### config.mk
export PLATFORM = sky130hd
export DESIGN_NAME = dict_enc_ctrl
export DESIGN_NICKNAME = d
export VERILOG_FILES = /design/src/hw/rtl/dict_enc_pkg.sv /design/src/hw/rtl/dict_enc_ctrl.sv
export SDC_FILE = /design/constraint.sdc
export NUM_CORES = 1
export LEC_CHECK = 0
export ABC_AREA = 1
export BUFFER_PORTS_ARGS = -buffer_cell sky130_fd_sc_hd__buf_2
export CAP_MARGIN = 20
export CORE_AREA = 4 4 41 43
export CTS_BUF_LIST = sky130_fd_sc_hd__clkbuf_16
export DETAILED_ROUTE_END_ITERATION = 10
export DIE_AREA = 0 0 45 47
export SLEW_MARGIN = 20
export SYNTH_ARGS = -nofsm -noshare
export SYNTH_HDL_FRONTEND = slang
export SYNTH_SLANG_ARGS = --single-unit
### constraint.sdc
create_clock -name clk -period 2.3 [get_ports clk]
set_clock_uncertainty 0.1 [all_clocks]
set_input_delay 0.46 -clock clk [delete_from_list [all_inputs] [get_ports clk]]
set_output_delay 0.46 -clock clk [all_outputs]
set_load 0.03 [all_outputs]
### src/hw/rtl/dict_enc_pkg.sv
// Shared constants, codes and control/status bundles of the dictionary encoder.
package dict_enc_pkg;

  localparam int DICT_ENTRIES_DEF = 256;

  localparam int CMD_W    = 2;
  localparam int VALUE_W  = 64;
  localparam int KEY_W    = 8;
  localparam int STATUS_W = 2;

  // Commands
  localparam logic [CMD_W-1:0] CMD_INSERT = 2'd0;
  localparam logic [CMD_W-1:0] CMD_ENCODE = 2'd1;
  localparam logic [CMD_W-1:0] CMD_DECODE = 2'd2;

  // Status codes
  localparam logic [STATUS_W-1:0] ST_OK     = 2'd0;
  localparam logic [STATUS_W-1:0] ST_ABSENT = 2'd1;
  localparam logic [STATUS_W-1:0] ST_FULL   = 2'd2;

  // Result kinds picked by the controller
  localparam int RES_W = 3;
  localparam logic [RES_W-1:0] RES_INS_OK = 3'd0;
  localparam logic [RES_W-1:0] RES_FULL   = 3'd1;
  localparam logic [RES_W-1:0] RES_ABSENT = 3'd2;
  localparam logic [RES_W-1:0] RES_ENC_OK = 3'd3;
  localparam logic [RES_W-1:0] RES_DEC_OK = 3'd4;

  typedef struct packed {
    logic             latch_in;
    logic             insert_wr;
    logic             scan_start;
    logic             scan_step;
    logic             dec_read;
    logic             res_load;
    logic [RES_W-1:0] res_sel;
    logic             push;
  } dict_cmd_t;

  typedef struct packed {
    logic [CMD_W-1:0] command;
    logic             full;
    logic             key_ok;
    logic             hit;
    logic             scan_end;
    logic             out_free;
  } dict_stat_t;

endpackage

### src/hw/rtl/dict_enc_ctrl.sv
// Controller state machine of the dictionary encoder.
module dict_enc_ctrl (
  input  logic                    clk,
  input  logic                    rst_n,
  input  logic                    in_valid,
  output logic                    in_ready,
  input  dict_enc_pkg::dict_stat_t stat,
  output dict_enc_pkg::dict_cmd_t  cmd
);

  localparam logic [2:0] S_IDLE   = 3'd0;
  localparam logic [2:0] S_EXEC   = 3'd1;
  localparam logic [2:0] S_SCAN   = 3'd2;
  localparam logic [2:0] S_RDWAIT = 3'd3;
  localparam logic [2:0] S_PUSH   = 3'd4;

  logic [2:0] state_r, state_nxt;

  assign in_ready = (state_r == S_IDLE);

  always_comb begin
    state_nxt = state_r;
    cmd       = '0;
    unique case (state_r)
      S_IDLE: begin
        if (in_valid) begin
          cmd.latch_in = 1'b1;
          state_nxt    = S_EXEC;
        end
      end
      S_EXEC: begin
        cmd.res_load = 1'b1;
        state_nxt    = S_PUSH;
        unique case (stat.command)
          dict_enc_pkg::CMD_INSERT: begin
            if (stat.full) begin
              cmd.res_sel = dict_enc_pkg::RES_FULL;
            end else begin
              cmd.insert_wr = 1'b1;
              cmd.res_sel   = dict_enc_pkg::RES_INS_OK;
            end
          end
          dict_enc_pkg::CMD_ENCODE: begin
            cmd.res_load   = 1'b0;
            cmd.scan_start = 1'b1;
            state_nxt      = S_SCAN;
          end
          dict_enc_pkg::CMD_DECODE: begin
            if (stat.key_ok) begin
              cmd.res_load = 1'b0;
              cmd.dec_read = 1'b1;
              state_nxt    = S_RDWAIT;
            end else begin
              cmd.res_sel = dict_enc_pkg::RES_ABSENT;
            end
          end
          default: begin
            cmd.res_sel = dict_enc_pkg::RES_ABSENT;
          end
        endcase
      end
      S_SCAN: begin
        if (stat.hit) begin
          cmd.res_load = 1'b1;
          cmd.res_sel  = dict_enc_pkg::RES_ENC_OK;
          state_nxt    = S_PUSH;
        end else if (stat.scan_end) begin
          cmd.res_load = 1'b1;
          cmd.res_sel  = dict_enc_pkg::RES_ABSENT;
          state_nxt    = S_PUSH;
        end else begin
          cmd.scan_step = 1'b1;
        end
      end
      S_RDWAIT: begin
        cmd.res_load = 1'b1;
        cmd.res_sel  = dict_enc_pkg::RES_DEC_OK;
        state_nxt    = S_PUSH;
      end
      S_PUSH: begin
        if (stat.out_free) begin
          cmd.push  = 1'b1;
          state_nxt = S_IDLE;
        end
      end
      default: begin
        state_nxt = S_IDLE;
      end
    endcase
  end

  always_ff @(posedge clk) begin
    if (!rst_n) begin
      state_r <= S_IDLE;
    end else begin
      state_r <= state_nxt;
    end
  end

  // A scan never starts outside the execute step.
  a_scan_start_exec: assert property (@(posedge clk) disable iff (!rst_n)
    cmd.scan_start |-> state_r == S_EXEC)
    else $error("scan started outside execute");

  // Every accepted beat reaches the execute step next.
  a_accept_exec: assert property (@(posedge clk) disable iff (!rst_n)
    cmd.latch_in |=> state_r == S_EXEC)
    else $error("accepted beat not executed");

  // A push always returns the controller to idle.
  a_push_idle: assert property (@(posedge clk) disable iff (!rst_n)
    cmd.push |=> state_r == S_IDLE)
    else $error("push did not return to idle");

endmodule

==> impl_metrics.yaml, run 1 <==
outcome:
  status: "complete, no violations"
route:
  via_per_inst: 4.30
  drc_errors: 0
  dr.pass1.iters: 3
  vias: 426
  wl_per_cell_um: 9.16
  drt_iter0_markers: 6
  finalWirelength_um: 907
  drtAntennaViolNets: 0
worst_setup_path:
  crit_type: "in -> out"
  r2r_start: "state_r[0]"
  r2r-end: "state_r[0]"
  cp-end-kind: "output pin"
  cp-start-kind: "input pin"
  regToRegSetupSlack_ns: 1.18
  arrival_ns: 1.44
  cp.required_ns: 1.74
  setup.worst_path.start: "stat[5]"
  cp_max_fo: 4
  reg2reg_depth: 5
  endpoint: "cmd[4]"
power:
  combPwrFrac: 0.286
  ir_worst_vdd_mv: 0.704
  p_sw_uw: 147
  p_per_area_mw_per_mm2: 836
  netSwitchingFraction: 0.311
  power_frac_clock: 0.568
  p_seq_frac: 0.146
  leakage_nw: 0.351
  intPower_uw: 327
finish:
  drive_above_1_share: 0.369
  largest_register_ffs: 3
  largest_register: "state_r"
  instances_no_fill: 99
  final_cell_mix: "buf_2 (20), inv_1 (14), nor2_1 (9)"
  n_antenna_cell: 0
  top_regs: "state_r x3"
  fin_area_um2: 567
  nets: 99
  final_common_cell: "buf_2"
  syn_to_final_growth_pct: 53.6
  fin_util: 0.436
  fillers: 149
sta:
  max-slew-margin-rel: 0.799
  worstMarginPinSlew_ns: 0.298
  setup_tns_ns: 0
  period_minus_slack_ns: 2.00
  finalHoldViolations: 0
  whs_ns: 0.346
  timing.final.crit_share: 0.868
  max_freq_mhz: 501
  setup_violations: 0
  finalMaxSlewViolations: 0
  rsz0062_at_grt: "false"
run:
  cap_violations: 0
die:
  io_pins: 21
  die_x_um: 45
  die-area_mm2: 0.00212
  core_mm2: 0.00130
  die_h_um: 47
  core.rowCount: 13
  initial_core_util: 0.284
yosys:
  syn_avg_cell_area_um2: 6.15
  ys_ff_latch: 3
  synth.yosys.seq_area_share: 0.163
  ys_types: 21
  yosys-top-cells-area: "dfxtp_1 (16%), ha_1 (14%), inv_1 (13%), nor2_1 (9.2%), nand3_1 (8.1%)"
  yosys.area.top_type: "dfxtp_1"
  syn_area_um2: 369
  syn-num-nets: 74
  netlist_instances: 60
  yosys.area.top_type_share: 0.163
  yosys_warnings: 0
clocking:
  numCtsBuffers: 3
  cts_hold_buffers: 0
  worstSkewPairLatency_ns: 0.22
  clockBufferDepth: 2
  cts_max_level: 1
  clock_sinks: 3
  clkTransAtPathRegs_ns: 0.03
  cts_tree: "built"
  post_cts_buffers: 0
  cts-resized-gates: 0
  cts_root_buf: "clkbuf_16"
placement:
  place_inst: 95
  gp_congestion: 0.744
  port-buffer-count: 20
  hpwl_um: 766
  post_dp_cell_area_um2: 488
global_routing:
  grt_pass1_wl_mm: 1.57
  grt.total_usage: 0.101
  grt_overflow_total: 0
  grt_max_degree: 6
  first_global_vias: 413
  antenna_found_initial: 0
min_path:
  min_path_type: "in -> reg"
  hp-start: "rst_n"
-- cells by family (layout without fill, tap and decap cells) --
kind of cell             Yosys count  in the layout  share of synthesized area
flip-flops                         3              3                      0.163
buffers and inverters             16             40                      0.170
AND/OR/NAND/NOR                   31             31                      0.441
adder cells (fa/ha/maj)            4              4                      0.136
AO/OA/AOI/OAI                      6              6                     0.0915
-- layout make-up --
type | instances | area (µm²) | area share
well taps | 15 | 18.8 | 0.0331
inverters | 16 | 62.6 | 0.110
clock buffers | 3 | 75.1 | 0.132
multi-input cells | 41 | 246 | 0.435
repair buffers | 20 | 100 | 0.177
flip-flops and latches | 3 | 60.1 | 0.106
clock inverters | 1 | 3.75 | 0.00662
-- worst max-delay path, stage by stage --
cell	delay, ns
buf_2	0.10
inv_1	0.06
ha_1	0.22
nand2_1	0.12
inv_1	0.05
nor2_1	0.12
nand2_2	0.06
nand2_1	0.05
buf_2	0.19
-- routing by layer --
| layer | up-vias | part of all wire | track usage |
|---|---|---|---|
| li1 | 234 | - | - |
| met1 | 184 | 0.48 | 0.127 |
| met2 | 8 | 0.49 | 0.161 |
| met3 | 0 | 0.031 | 0.0460 |
| met4 | 0 | 0 | 0.0175 |
| met5 | - | 0 | 0 |
-- cells in the mapped netlist --
cell type and number:
inv_1 13, nor2_1 9, nand2_1 8, nand3_1 6, ha_1 4, dfxtp_1 3
inv_2 2, o21ai_0 2, a21boi_1 1, a21oi_1 1, inv_4 1, nand2_2 1
nand3_2 1, nand3_4 1, nand4_1 1, nor2_2 1, nor2_4 1, nor3_1 1
nor4_1 1, o21ai_1 1, o22ai_1 1
-- per-stage QoR --
stage	setup WS [ns]	total power [mW]
final	0.303	0.474
after global routing	0.176	0.504
after CTS	0.303	0.479
after detailed placement	0.305	0.207
after global placement	0.333	0.205
after floorplan	0.294	0.168
-- power by group through the flow --
stage / registers, mW / clock network [mW] / logic, mW
floorplan: 0.0679 / 0 / 0.100
global placement: 0.0698 / 0 / 0.136
detailed placement: 0.0698 / 0 / 0.137
CTS: 0.0692 / 0.273 / 0.138
global route: 0.0706 / 0.282 / 0.151
finish: 0.0694 / 0.269 / 0.135
-- how the worst min path moves through the flow --
stage / to / cells past startpoint
6_report: state_r[2] / 3
5_1_grt: state_r[2] / 3
4_1_cts: state_r[2] / 3
3_5_place_dp: state_r[2] / 3
3_3_place_gp: state_r[2] / 3
2_1_floorplan: state_r[2] / 2
Note: power is estimated with default switching activity, not from simulation.
==> inputs of run 2 (changes only) <==
- clock period: 2.3 -> 2 ns (I/O delays scaled with it)
==> impl_metrics.yaml, run 2 (same netlist as run 1, synthesis figures left out) <==
outcome:
  status: "complete, no violations"
global_routing:
  grt_overflow_total: 0
  antenna_found_initial: 0
  grt.total_usage: 0.0946
  first_global_vias: 368
  grt_pass1_wl_mm: 1.44
  grt_max_degree: 6
placement:
  gp_congestion: 0.710
  hpwl_um: 762
  post_dp_cell_area_um2: 488
  port-buffer-count: 20
min_path:
  min_path_type: "in -> reg"
  whs_path_depth: 3
route:
  drc_errors: 0
  wl_per_cell_um: 9.48
  vias: 430
  drtAntennaViolNets: 0
  drt_iter0_markers: 3
  dr.pass1.iters: 4
  finalWirelength_um: 939
  via_per_inst: 4.34
clocking:
  cts_tree: "built"
  clkTransAtPathRegs_ns: 0.03
  cts_max_level: 1
  worstSkewPairLatency_ns: 0.22
  cts_hold_buffers: 0
  cts_root_buf: "clkbuf_16"
  clock_sinks: 3
  clockBufferDepth: 2
  numCtsBuffers: 3
finish:
  fin_util: 0.438
  n_antenna_cell: 0
  drive_above_1_share: 0.369
  fillers: 145
  top_regs: "state_r x3"
  final_common_cell: "buf_2"
  seqCellArea_um2: 60.1
  syn_to_final_growth_pct: 54.2
  multi_input_area_um2: 246
  nets: 99
  fin_area_um2: 569
  largest_register_ffs: 3
  final_cell_mix: "buf_2 (19), inv_1 (14), nor2_1 (9)"
  largest_register: "state_r"
sta:
  setup_violations: 0
  setup_tns_ns: 0
  timing.final.crit_share: 0.934
  max-slew-margin-rel: 0.783
  worstMarginPinSlew_ns: 0.322
  finalHoldViolations: 0
  rsz0062_at_grt: "false"
  finalMaxSlewViolations: 0
  whs_ns: 0.289
  period_minus_slack_ns: 1.87
  max_freq_mhz: 535
power:
  p_sw_uw: 175
  ir_worst_vdd_mv: 0.494
  p_seq_frac: 0.143
  power_uw: 553
  intPower_uw: 378
  leakage_nw: 0.351
  p_per_area_mw_per_mm2: 971
  combPwrFrac: 0.287
  netSwitchingFraction: 0.317
  power_frac_clock: 0.569
worst_setup_path:
  cp_max_fo: 4
  crit_type: "in -> out"
  cp-start-kind: "input pin"
  arrival_ns: 1.37
  cp-end-kind: "output pin"
  cp.required_ns: 1.50
  reg2reg_depth: 5
die:
  die-area_mm2: 0.00212
  io_pins: 21
  core.rowCount: 13
  die_x_um: 45
  die_h_um: 47
  core_mm2: 0.00130
  initial_core_util: 0.284
run:
  cap_violations: 0
[run 2: cell types whose count changed in the layout (fill, tap and decap cells not counted), sizes merged]
cell / change
clkbuf: +1
buf: -1
[run 2: final timing paths]
kind                    from          to  slack (ns)
setup / recovery     stat[5]      cmd[4]        0.13
hold / removal         rst_n  state_r[2]        0.29
setup reg to reg  state_r[0]  state_r[0]        0.86
hold reg to reg   state_r[1]  state_r[1]        0.59
[run 2: routing by layer]
| metal | vias up | track usage | wire (µm) |
|---|---|---|---|
| met5 | - | 0 | 0 |
| li1 | 234 | - | - |
| met2 | 12 | 0.161 | 486 |
| met4 | 0 | 0.0526 | 4 |
| met3 | 2 | 0.0307 | 49 |
| met1 | 182 | 0.104 | 398 |
[run 2: timing repair]
item,in CTS,in global routing
endpoints found under the setup margin,0,1
resized for setup,0,1
buffers inserted,0,0
[run 2: layout make-up]
class / instances / area share
clock inverters: 1 / 0.00659
flip-flops and latches: 3 / 0.105
well taps: 15 / 0.0330
repair buffers: 20 / 0.180
clock buffers: 3 / 0.132
inverters: 16 / 0.110
multi-input cells: 41 / 0.433
[run 2: worst max-delay path: stages]
cell	delay, ns
buf_2	0.10
inv_1	0.06
ha_1	0.22
nand2_1	0.12
inv_1	0.05
nor2_1	0.12
nand2_2	0.06
nand2_1	0.05
clkbuf_4	0.18
[run 2: per-stage QoR]
| step | std cells | worst slack [ns] |
|---|---|---|
| 2_1_floorplan | 60 | 0.0541 |
| 3_3_place_gp | 95 | 0.150 |
| 3_5_place_dp | 95 | 0.132 |
| 4_1_cts | 99 | 0.129 |
| 5_1_grt | 99 | 0.00469 |
| 6_report | 99 | 0.132 |
[run 2: power by group through the flow]
stage	sequential, mW	clock, mW	combinational (mW)
2_1_floorplan	0.0781	0	0.115
3_3_place_gp	0.0801	0	0.156
3_5_place_dp	0.0800	0	0.156
4_1_cts	0.0794	0.321	0.158
5_1_grt	0.0805	0.327	0.175
6_report	0.0794	0.315	0.159
==> inputs of run 3 (changes only) <==
- MAX_ROUTING_LAYER: unset -> met4
==> impl_metrics.yaml, run 3 (same netlist as run 1, synthesis figures left out) <==
global_routing:
  first_global_vias: 368
  grt_max_degree: 6
  antenna_found_initial: 0
  grt_overflow_total: 0
  grt.total_usage: 0.0977
  grt_pass1_wl_mm: 1.44
sta:
  setup_tns_ns: 0
  setup_violations: 0
  max_freq_mhz: 535
  finalMaxSlewViolations: 0
  timing.final.crit_share: 0.934
  max-slew-margin-rel: 0.783
  finalHoldViolations: 0
  period_minus_slack_ns: 1.87
  rsz0062_at_grt: "false"
  worstMarginPinSlew_ns: 0.322
worst_setup_path:
  setup.worst_path.start: "stat[5]"
  cp-end-kind: "output pin"
  crit_type: "in -> out"
  r2r-end: "state_r[0]"
  cp.required_ns: 1.50
  cp_max_fo: 4
  endpoint: "cmd[4]"
  reg2reg_depth: 5
  cp-start-kind: "input pin"
  r2r_start: "state_r[0]"
  arrival_ns: 1.37
  regToRegSetupSlack_ns: 0.86
placement:
  hpwl_um: 762
  place_inst: 95
  port-buffer-count: 20
  gp_congestion: 0.718
clocking:
  worstSkewPairLatency_ns: 0.22
  cts_max_level: 1
  numCtsBuffers: 3
  clkTransAtPathRegs_ns: 0.03
  clockBufferDepth: 2
  cts_tree: "built"
  cts_root_buf: "clkbuf_16"
  clock_sinks: 3
finish:
  instances_no_fill: 99
  fin_util: 0.438
  top_regs: "state_r x3"
  drive_above_1_share: 0.369
  nets: 99
  final_common_cell: "buf_2"
  final_cell_mix: "buf_2 (19), inv_1 (14), nor2_1 (9)"
  syn_to_final_growth_pct: 54.2
  largest_register_ffs: 3
  largest_register: "state_r"
  n_antenna_cell: 0
route:
  vias: 430
  dr.pass1.iters: 4
  via_per_inst: 4.34
  drt_iter0_markers: 3
  wl_per_cell_um: 9.48
  finalWirelength_um: 939
  drtAntennaViolNets: 0
  drc_errors: 0
power:
  leakage_nw: 0.351
  ir_worst_vdd_mv: 0.494
  p_per_area_mw_per_mm2: 971
die:
  core.rowCount: 13
  io_pins: 21
  die_x_um: 45
  die-area_mm2: 0.00212
  core_mm2: 0.00130
  die_h_um: 47
  initial_core_util: 0.284
outcome:
  status: "complete, no violations"
min_path:
  min_path_type: "in -> reg"
run:
  cap_violations: 0
## run 3: cell counts in the layout (fill, tap and decap cells not counted)
Identical to the previous run, type by type.
## run 3: how the worst min path moves through the flow
stage / startpoint / endpoint / slack [ns] / cells after the start
after floorplan: rst_n / state_r[2] / 0.40 / 2
after global placement: rst_n / state_r[2] / 0.53 / 3
after detailed placement: rst_n / state_r[2] / 0.52 / 3
after CTS: rst_n / state_r[2] / 0.29 / 3
after global routing: rst_n / state_r[2] / 0.30 / 3
final: rst_n / state_r[2] / 0.29 / 3
## run 3: worst max-delay path, cell delays in order
cell,delay (ns)
buf_2,0.10
inv_1,0.06
ha_1,0.22
nand2_1,0.12
inv_1,0.05
nor2_1,0.12
nand2_2,0.06
nand2_1,0.05
clkbuf_4,0.18
## run 3: report_power, final
group          switching (mW)  internal [mW]
combinational           0.106         0.0525
sequential             0.0120         0.0673
clock                  0.0568          0.258
total                   0.175          0.378
## run 3: metal layers
metal / global-route usage / wire (µm) / part of all wire / up-vias
met4: 0.0526 / 4 / 0.0043 / 0
li1: - / - / - / 234
met3: 0.0268 / 42 / 0.045 / 2
met2: 0.161 / 486 / 0.52 / 12
met1: 0.106 / 406 / 0.43 / 182
met5: - / 0 / 0 / -
## run 3: stage by stage
| step | area, µm² | power, mW | setup slack (ns) | hold WS, ns |
|---|---|---|---|---|
| after floorplan | 369 | 0.194 | 0.0541 | 0.398 |
| after global placement | 488 | 0.236 | 0.150 | 0.527 |
| after detailed placement | 488 | 0.236 | 0.132 | 0.522 |
| after CTS | 567 | 0.559 | 0.129 | 0.293 |
| after global routing | 569 | 0.583 | 0.00469 | 0.299 |
| final | 569 | 0.553 | 0.132 | 0.289 |
## run 3: cell type report
class                   instances  area, µm²
repair buffers                 20        103
flip-flops and latches          3       60.1
clock inverters                 1       3.75
well taps                      15       18.8
inverters                      16       62.6
clock buffers                   3       75.1
multi-input cells              41        246
fillers                       145        732
## run 3: what timing repair did
| action | 4_1_cts | 5_1_grt |
|---|---|---|
| hold endpoints to repair | 0 | 0 |
| hold buffers | 0 | 0 |
| resized for setup | 0 | 1 |
| buffers inserted | 0 | 0 |
| setup endpoints to repair | 0 | 1 |
